## config.mk

```make
export PLATFORM = sky130hd
export DESIGN_NAME = friend_lpn_dest_matcher_core
export DESIGN_NICKNAME = d
export VERILOG_FILES = /design/src/rtl/flm_pkg.sv /design/src/rtl/flm_ram.sv /design/src/rtl/friend_lpn_dest_matcher_core.sv
export SDC_FILE = /design/constraint.sdc
export NUM_CORES = 2
export LEC_CHECK = 0
export ABC_AREA = 1
export ABC_CLOCK_PERIOD_IN_PS = 5600
export BUFFER_PORTS_ARGS = -buffer_cell sky130_fd_sc_hd__clkbuf_2
export CAP_MARGIN = 20
export CELL_PAD_IN_SITES_DETAIL_PLACEMENT = 1
export CELL_PAD_IN_SITES_GLOBAL_PLACEMENT = 1
export CORE_AREA = 5 5 363 365
export CTS_CLUSTER_DIAMETER = 120
export DETAILED_ROUTE_END_ITERATION = 16
export DIE_AREA = 0 0 368 370
export PLACE_DENSITY = 0.71
export REMOVE_ABC_BUFFERS = 1
export SLEW_MARGIN = 5
export SYNTH_ARGS = -nofsm -noshare
export SYNTH_HDL_FRONTEND = slang
export SYNTH_SLANG_ARGS = --single-unit
```

## constraint.sdc

```tcl
create_clock -name i_clk -period 5.6 [get_ports i_clk]
set_clock_uncertainty 0.1 [all_clocks]
set_input_delay 0.56 -clock i_clk [delete_from_list [all_inputs] [get_ports i_clk]]
set_output_delay 0.56 -clock i_clk [all_outputs]
set_load 0.01 [all_outputs]
```

## src/rtl/flm_pkg.sv

```systemverilog
// Shared constants and types for the friend low-power-node destination matcher.
// No dependencies.
package flm_pkg;

    localparam int ADDR_W     = 16;
    localparam int KEY_W      = 12;
    localparam int COUNT_W    = 8;
    localparam int SLOT_W     = 3;
    localparam int CMD_W      = 2;
    localparam int RESULT_CAP = 8;
    localparam int CAP_W      = $clog2(RESULT_CAP);

    typedef enum logic [CMD_W-1:0] {
        CMD_LOOKUP = 2'd0,
        CMD_WR_CTX = 2'd1,
        CMD_WR_SUB = 2'd2
    } t_cmd;

endpackage

```

## src/rtl/flm_ram.sv

```systemverilog
// Generic single-write, single-read RAM with registered read data.
// No dependencies.
module flm_ram #(
    parameter int WIDTH = 16,
    parameter int DEPTH = 64,
    localparam int AW = (DEPTH > 1) ? $clog2(DEPTH) : 1
) (
    input  logic             i_clk,
    input  logic             i_we,
    input  logic [AW-1:0]    i_waddr,
    input  logic [WIDTH-1:0] i_wdata,
    input  logic [AW-1:0]    i_raddr,
    output logic [WIDTH-1:0] o_rdata
);

    logic [WIDTH-1:0] r_mem [DEPTH];
    logic [WIDTH-1:0] r_rdata;

    always_ff @(posedge i_clk) begin
        if (i_we) begin
            r_mem[i_waddr] <= i_wdata;
        end
        r_rdata <= r_mem[i_raddr];
    end

    assign o_rdata = r_rdata;

endmodule

```

## src/rtl/friend_lpn_dest_matcher_core.sv

```systemverilog
// Friend low-power-node destination matcher, top level.
// Depends on flm_pkg and flm_ram.
//
// Keeps NUM_CONTEXTS friendship contexts in flip-flops and their subscription
// lists in one RAM of NUM_CONTEXTS*SUBS_PER_CONTEXT entries. After reset the
// block zeroes every entry of the subscription RAM (64 with defaults) before
// it first raises o_in_ready. A write command passes through the S_ACK state
// before its acknowledge is registered at the output. A lookup walks the
// contexts in order; each context that is in use, established and on the
// requested subnet is searched entry by entry for a group or virtual
// destination, since the single read port of the subscription RAM returns
// one entry per cycle. A lookup also waits while the output side stalls.
// One transaction is in work at a time; results wait in an output register.
module friend_lpn_dest_matcher_core #(
    parameter int NUM_CONTEXTS     = 8,
    parameter int SUBS_PER_CONTEXT = 8
) (
    input  logic                         i_clk,
    input  logic                         i_rst_n,
    input  logic                         i_in_valid,
    output logic                         o_in_ready,
    input  logic [flm_pkg::CMD_W-1:0]    i_cmd,
    input  logic [flm_pkg::SLOT_W-1:0]   i_ctx_slot,
    input  logic [flm_pkg::SLOT_W-1:0]   i_sub_slot,
    input  logic                         i_slot_valid,
    input  logic                         i_slot_established,
    input  logic [flm_pkg::KEY_W-1:0]    i_net_key_index,
    input  logic [flm_pkg::ADDR_W-1:0]   i_base_unicast,
    input  logic [flm_pkg::COUNT_W-1:0]  i_element_count,
    input  logic [flm_pkg::ADDR_W-1:0]   i_address,
    output logic                         o_out_valid,
    input  logic                         i_out_ready,
    output logic                         o_hit,
    output logic [flm_pkg::SLOT_W-1:0]   o_match_slot,
    output logic                         o_last
);

    localparam int DEPTH = NUM_CONTEXTS * SUBS_PER_CONTEXT;
    localparam int AW    = (DEPTH > 1) ? $clog2(DEPTH) : 1;
    localparam int CW    = (NUM_CONTEXTS > 1) ? $clog2(NUM_CONTEXTS) : 1;
    localparam int SW    = (SUBS_PER_CONTEXT > 1) ? $clog2(SUBS_PER_CONTEXT) : 1;
    localparam int AWID  = flm_pkg::ADDR_W;
    localparam int SLW   = flm_pkg::SLOT_W;
    localparam int CPW   = flm_pkg::CAP_W;

    typedef enum logic [2:0] {
        S_CLEAR,
        S_IDLE,
        S_CTX,
        S_SUB,
        S_FOUND,
        S_END,
        S_ACK
    } t_state;

    // context table
    logic                        r_ctx_in_use [NUM_CONTEXTS];
    logic                        r_ctx_estab  [NUM_CONTEXTS];
    logic [flm_pkg::KEY_W-1:0]   r_ctx_key    [NUM_CONTEXTS];
    logic [AWID-1:0]             r_ctx_base   [NUM_CONTEXTS];
    logic [flm_pkg::COUNT_W-1:0] r_ctx_count  [NUM_CONTEXTS];

    t_state                    r_state, n_state;
    logic [CW-1:0]             r_c, n_c;
    logic [SW-1:0]             r_s, n_s;
    logic [AW-1:0]             r_clr, n_clr;
    logic                      r_pend_valid, n_pend_valid;
    logic [SLW-1:0]            r_pend_slot, n_pend_slot;
    logic [CPW-1:0]            r_count, n_count;
    logic [AWID-1:0]           r_dst, n_dst;
    logic [flm_pkg::KEY_W-1:0] r_key, n_key;
    logic                      r_uni, n_uni;
    logic                      r_grp, n_grp;
    logic                      r_out_valid, n_out_valid;
    logic                      r_out_hit, n_out_hit;
    logic [SLW-1:0]            r_out_slot, n_out_slot;
    logic                      r_out_last, n_out_last;

    logic            in_fire;
    logic            can_emit;
    logic            ctx_wr_ok;
    logic            sub_wr_ok;
    logic            ram_we;
    logic [AW-1:0]   ram_waddr;
    logic [AWID-1:0] ram_wdata;
    logic [AW-1:0]   ram_raddr;
    logic [AWID-1:0] ram_rdata;
    logic [SW-1:0]   s_next;
    logic            s_at_end;
    logic            c_at_end;
    logic            ctx_qual;
    logic            uni_match;
    logic [AWID:0]   range_end;
    logic            grp_match;
    logic [SLW-1:0]  cur_slot;

    assign o_in_ready = (r_state == S_IDLE);
    assign in_fire    = i_in_valid && o_in_ready;
    assign can_emit   = !r_out_valid || i_out_ready;

    assign ctx_wr_ok = (32'(i_ctx_slot) < NUM_CONTEXTS);
    assign sub_wr_ok = ctx_wr_ok && (32'(i_sub_slot) < SUBS_PER_CONTEXT);

    assign s_at_end = (r_s == SW'(SUBS_PER_CONTEXT - 1));
    assign s_next   = s_at_end ? r_s : r_s + SW'(1);
    assign c_at_end = (r_c == CW'(NUM_CONTEXTS - 1));
    assign cur_slot = SLW'(r_c);

    assign ram_we    = (r_state == S_CLEAR) ||
                       (in_fire && (i_cmd == flm_pkg::CMD_WR_SUB) && sub_wr_ok);
    assign ram_waddr = (r_state == S_CLEAR) ? r_clr :
                       AW'(32'(i_ctx_slot) * SUBS_PER_CONTEXT + 32'(i_sub_slot));
    assign ram_wdata = (r_state == S_CLEAR) ? '0 : i_address;
    assign ram_raddr = (r_state == S_CTX) ? AW'(32'(r_c) * SUBS_PER_CONTEXT) :
                       AW'(32'(r_c) * SUBS_PER_CONTEXT + 32'(s_next));

    flm_ram #(
        .WIDTH (AWID),
        .DEPTH (DEPTH)
    ) u_sub_ram (
        .i_clk   (i_clk),
        .i_we    (ram_we),
        .i_waddr (ram_waddr),
        .i_wdata (ram_wdata),
        .i_raddr (ram_raddr),
        .o_rdata (ram_rdata)
    );

    // shared compare unit
    assign ctx_qual  = r_ctx_in_use[r_c] && r_ctx_estab[r_c] && (r_ctx_key[r_c] == r_key);
    assign range_end = {1'b0, r_ctx_base[r_c]} + (AWID + 1)'(r_ctx_count[r_c]);
    assign uni_match = (r_dst >= r_ctx_base[r_c]) && ({1'b0, r_dst} < range_end);
    assign grp_match = (ram_rdata != '0) && (ram_rdata == r_dst);

    always_ff @(posedge i_clk) begin
        if (!i_rst_n) begin
            for (int i = 0; i < NUM_CONTEXTS; i++) begin
                r_ctx_in_use[i] <= 1'b0;
            end
        end else if (in_fire && (i_cmd == flm_pkg::CMD_WR_CTX) && ctx_wr_ok) begin
            r_ctx_in_use[CW'(i_ctx_slot)] <= i_slot_valid;
        end
    end

    always_ff @(posedge i_clk) begin
        if (in_fire && (i_cmd == flm_pkg::CMD_WR_CTX) && ctx_wr_ok) begin
            r_ctx_estab[CW'(i_ctx_slot)] <= i_slot_established;
            r_ctx_key[CW'(i_ctx_slot)]   <= i_net_key_index;
            r_ctx_base[CW'(i_ctx_slot)]  <= i_base_unicast;
            r_ctx_count[CW'(i_ctx_slot)] <= i_element_count;
        end
    end

    always_comb begin
        n_state      = r_state;
        n_c          = r_c;
        n_s          = r_s;
        n_clr        = r_clr;
        n_pend_valid = r_pend_valid;
        n_pend_slot  = r_pend_slot;
        n_count      = r_count;
        n_dst        = r_dst;
        n_key        = r_key;
        n_uni        = r_uni;
        n_grp        = r_grp;
        n_out_valid  = r_out_valid && !i_out_ready;
        n_out_hit    = r_out_hit;
        n_out_slot   = r_out_slot;
        n_out_last   = r_out_last;

        unique case (r_state)
            S_CLEAR: begin
                n_clr = r_clr + AW'(1);
                if (r_clr == AW'(DEPTH - 1)) begin
                    n_state = S_IDLE;
                end
            end
            S_IDLE: begin
                if (in_fire) begin
                    if (i_cmd == flm_pkg::CMD_LOOKUP) begin
                        n_dst        = i_address;
                        n_key        = i_net_key_index;
                        n_uni        = (i_address != '0) && !i_address[AWID-1];
                        n_grp        = i_address[AWID-1];
                        n_c          = '0;
                        n_count      = '0;
                        n_pend_valid = 1'b0;
                        n_state      = S_CTX;
                    end else begin
                        n_state = S_ACK;
                    end
                end
            end
            S_CTX: begin
                n_s = '0;
                if (ctx_qual && r_uni && uni_match) begin
                    n_state = S_FOUND;
                end else if (ctx_qual && r_grp) begin
                    n_state = S_SUB;
                end else if (c_at_end) begin
                    n_state = S_END;
                end else begin
                    n_c = r_c + CW'(1);
                end
            end
            S_SUB: begin
                if (grp_match) begin
                    n_state = S_FOUND;
                end else if (s_at_end) begin
                    if (c_at_end) begin
                        n_state = S_END;
                    end else begin
                        n_c     = r_c + CW'(1);
                        n_state = S_CTX;
                    end
                end else begin
                    n_s = s_next;
                end
            end
            S_FOUND: begin
                if (r_pend_valid) begin
                    if (can_emit) begin
                        n_out_valid  = 1'b1;
                        n_out_hit    = 1'b1;
                        n_out_slot   = r_pend_slot;
                        n_out_last   = 1'b0;
                        n_pend_valid = 1'b0;
                        n_count      = r_count + CPW'(1);
                    end
                end else if (r_uni || (r_count == CPW'(flm_pkg::RESULT_CAP - 1))) begin
                    if (can_emit) begin
                        n_out_valid = 1'b1;
                        n_out_hit   = 1'b1;
                        n_out_slot  = cur_slot;
                        n_out_last  = 1'b1;
                        n_state     = S_IDLE;
                    end
                end else begin
                    n_pend_valid = 1'b1;
                    n_pend_slot  = cur_slot;
                    if (c_at_end) begin
                        n_state = S_END;
                    end else begin
                        n_c     = r_c + CW'(1);
                        n_state = S_CTX;
                    end
                end
            end
            S_END: begin
                if (can_emit) begin
                    n_out_valid  = 1'b1;
                    n_out_hit    = r_pend_valid;
                    n_out_slot   = r_pend_valid ? r_pend_slot : '0;
                    n_out_last   = 1'b1;
                    n_pend_valid = 1'b0;
                    n_state      = S_IDLE;
                end
            end
            S_ACK: begin
                if (can_emit) begin
                    n_out_valid = 1'b1;
                    n_out_hit   = 1'b0;
                    n_out_slot  = '0;
                    n_out_last  = 1'b1;
                    n_state     = S_IDLE;
                end
            end
            default: begin
                n_state = S_IDLE;
            end
        endcase
    end

    always_ff @(posedge i_clk) begin
        if (!i_rst_n) begin
            r_state      <= S_CLEAR;
            r_clr        <= '0;
            r_c          <= '0;
            r_s          <= '0;
            r_pend_valid <= 1'b0;
            r_count      <= '0;
            r_uni        <= 1'b0;
            r_grp        <= 1'b0;
            r_out_valid  <= 1'b0;
        end else begin
            r_state      <= n_state;
            r_clr        <= n_clr;
            r_c          <= n_c;
            r_s          <= n_s;
            r_pend_valid <= n_pend_valid;
            r_count      <= n_count;
            r_uni        <= n_uni;
            r_grp        <= n_grp;
            r_out_valid  <= n_out_valid;
        end
        r_pend_slot <= n_pend_slot;
        r_dst       <= n_dst;
        r_key       <= n_key;
        r_out_hit   <= n_out_hit;
        r_out_slot  <= n_out_slot;
        r_out_last  <= n_out_last;
    end

    assign o_out_valid  = r_out_valid;
    assign o_hit        = r_out_hit;
    assign o_match_slot = r_out_slot;
    assign o_last       = r_out_last;

    a_idle_no_pending: assert property (@(posedge i_clk) disable iff (!i_rst_n)
        (r_state == S_IDLE) |-> !r_pend_valid)
        else $error("pending match left over at end of lookup");

    a_miss_is_last: assert property (@(posedge i_clk) disable iff (!i_rst_n)
        (r_out_valid && !r_out_hit) |-> r_out_last)
        else $error("miss or acknowledge without last marker");

    a_write_acks: assert property (@(posedge i_clk) disable iff (!i_rst_n)
        (in_fire && (i_cmd != flm_pkg::CMD_LOOKUP)) |=> (r_state == S_ACK))
        else $error("write transaction not acknowledged");

    a_pend_group_only: assert property (@(posedge i_clk) disable iff (!i_rst_n)
        r_pend_valid |-> r_grp)
        else $error("pending match on non-group lookup");

endmodule

```

==> key figures <==
Timing
  • Final min period: 5.11 ns
  • Unrepaired setup endpoints after global routing: false
  • Fin crit share: 91.2%
  • Final hold vios: 0
  • WHS: 0.0796 ns
  • Fmax: 0.196 GHz
  • Normalized max-slew margin: 22.4%
  • Count of pins over their slew limit: 0
  • Worst setup margin: 0.495 ns
  • Final setup viols: 0
  • Setup_tns: 0 ns
  • Worst slew pin tran: 1.16 ns

Floorplanning
  • Die width: 368 µm
  • IO Pins: 73
  • Die area: 136000 µm²
  • Core outline area: 128000 µm²
  • Die Span Y: 370 µm
  • FP Rows: 132
  • Initial Util: 44.6%

Logic synthesis
  • Post-synthesis cell type count: 52
  • Post-synthesis cell count: 4457
  • Synth Area in Simple Gates: 11.0%
  • Synth Area in Compound Gates: 11.6%
  • Synthesized area per cell: 12.9 µm²
  • Flops & latches, synth: 1405
  • Largest family of logic cells by synthesized area: compound AO/OA/AOI/OAI gates
  • Post-Synth Adder-Cell Area: 0.995%
  • Asr flop ratio synth: 0%
  • Dominant synthesized flop cell: edfxtp_1
  • Mux cell area share after synthesis: 0.0196%
  • Post-synth EDFFs: 1356
  • YS warnings: 0
  • Post-Synth XOR/XNOR Area: 0.410%
  • Mapped Area: 57300 µm²
  • Register area share after synthesis: 72.7%

Cells and area
  • Fin nets: 4705
  • Final instance area: 65300 µm²
  • Final core utilization: 50.8%
  • Area growth, synth to finish: 13.8%
  • N_diodes: 0
  • Most frequent cells in the layout: edfxtp_1, nor2_1, o21ai_0
  • Most common cell after layout, fill and taps aside: edfxtp_1
  • Fillers: 12900
  • Register area: 41700 µm²
  • Share of cells above drive strength 1: 10.6%
  • Multi-input logic area: 14000 µm²

Job
  • Max-Cap Viols: 0

Clock network
  • Clk sinks: 1405
  • CTS max path bufs: 3
  • CTS tree: done
  • CTS H-tree lvls: 4
  • Clock latency on the worst-skew pair: 0.77 ns
  • Worst-path clk slew: 0.05 ns
  • Total CTS buffers: 150
  • CTS root buffer: clkbuf_16

Detailed routing
  • Pre-antenna DRT Iters: 5
  • Drt via density: 5.90
  • Antenna Violating Nets Remaining: 0
  • Via Count: 37700
  • Drc violations: 0
  • WL final: 165 mm
  • First DRT Iteration DRCs: 3405
  • Average wire per standard cell: 25.9 µm

Critical path
  • Setup crit end kind: flop
  • Critical Path Fanout Max: 29
  • Crit path kind: flop to flop
  • CP most frequent cell: nand2_1
  • Slowest stage delay, CP: 0.52 ns
  • Startpoint types: flop
  • CP max-delay cell: dfxtp_4
  • Crit path max-delay family: compound AO/OA/AOI/OAI gates
  • Buf/Inv on CP: 4
  • CP Data Arrival Time: 5.66 ns
  • Worst path required time: 6.15 ns
  • Setup slack, reg-to-reg: 0.49 ns

GRT
  • Number of antenna violations at the first check in global routing: 3
  • First-pass GRT wire length: 247 mm
  • Largest net degree at the start of global routing: 216
  • Total routing usage reported by global routing: 23.8%
  • Vias in the first global route: 39400
  • Total congestion overflow: 0

Place
  • RD Place Congestion: 0.811
  • Pre-CTS WS: 0.340 ns
  • Placed Instance Area: 60000 µm²
  • DP HPWL: 94.9 mm
  • IO buf count: 72

Power
  • Pwr per Cell Area: 383 nW/µm²
  • Static Leak: 21.8 nW
  • Max VDD drop: 0.350 mV

Min path
  • Hold wc startpoint: i_base_unicast[0]
  • Worst hold-check path type: primary input to flop

Outcome
  • Status: finished, final reports clean
-- synthesized netlist by cell type (all sizes together) (49+ instances only) --
cell type / n / area (µm²)
edfxtp: 1356 / 40700
nor2: 829 / 3150
o21ai: 520 / 2620
nand2: 310 / 1170
nand3: 195 / 981
clkbuf: 171 / 642
inv: 162 / 616
o211ai: 136 / 1020
o32ai: 128 / 1120
or2: 118 / 738
o221ai: 114 / 998
buf: 109 / 601
a21oi: 52 / 260
dfxtp: 49 / 981
-- sequential cells by signal (all words and copies together), names as in the netlist, 12 cells and up, named ones only --
name	flops
r_ctx_key	96
r_ctx_count	64
r_dst	16
r_key	12
r_ctx_base	128
u_sub_ram.o_rdata	16
u_sub_ram.r_mem	1024
-- through the flow --
step | instances | total power, mW
after floorplan | 4177 | 14.2
after global placement | 6064 | 15.4
after detailed placement | 6064 | 15.5
after CTS | 6385 | 25.1
after global routing | 6386 | 25.8
final | 6386 | 25.0
-- logic make-up after synthesis --
group / count (synthesis)
flip-flops: 1405
AND/OR/NAND/NOR: 1498
XOR/XNOR: 26
buffers and inverters: 445
multiplexers: 1
adder cells (fa/ha/maj): 45
AO/OA/AOI/OAI: 1037
-- metal layers --
layer	GRT usage, %	wire, µm	up-vias
li1	-	-	16800
met1	31.7	69400	19400
met2	40.0	80100	1146
met3	3.56	9470	298
met4	9.01	6200	0
met5	0	0	-
-- final timing paths --
kind,to,cells past startpoint
min,r_ctx_base[2][0],1
max,flop,32
min reg2reg,r_count[1],2
max reg2reg,flop,32
-- layout make-up --
type / count / share of cell area (%)
Inverter: 165 / 1.01
Tap cell: 1675 / 3.21
Timing Repair Buffer: 265 / 3.22
Clock buffer: 192 / 6.17
Clock inverter: 77 / 1.07
Sequential cell: 1405 / 63.9
Multi-Input combinational cell: 2607 / 21.4
-- report_power, final --
group | internal (mW) | switching (mW) | total (mW)
clock network | 5.55 | 4.07 | 9.62
logic | 0.537 | 2.10 | 2.64
registers | 12.6 | 0.162 | 12.7
total | 18.7 | 6.33 | 25.0
-- what timing repair did --
| action | in CTS | in global routing |
|---|---|---|
| hold endpoints to repair | 295 | 0 |
| gates resized for setup | 0 | 5 |
| hold buffers | 52 | 0 |
| buffers inserted | 0 | 1 |
| endpoints found under the setup margin | 0 | 9 |
Power figures use the tool's default switching activity.
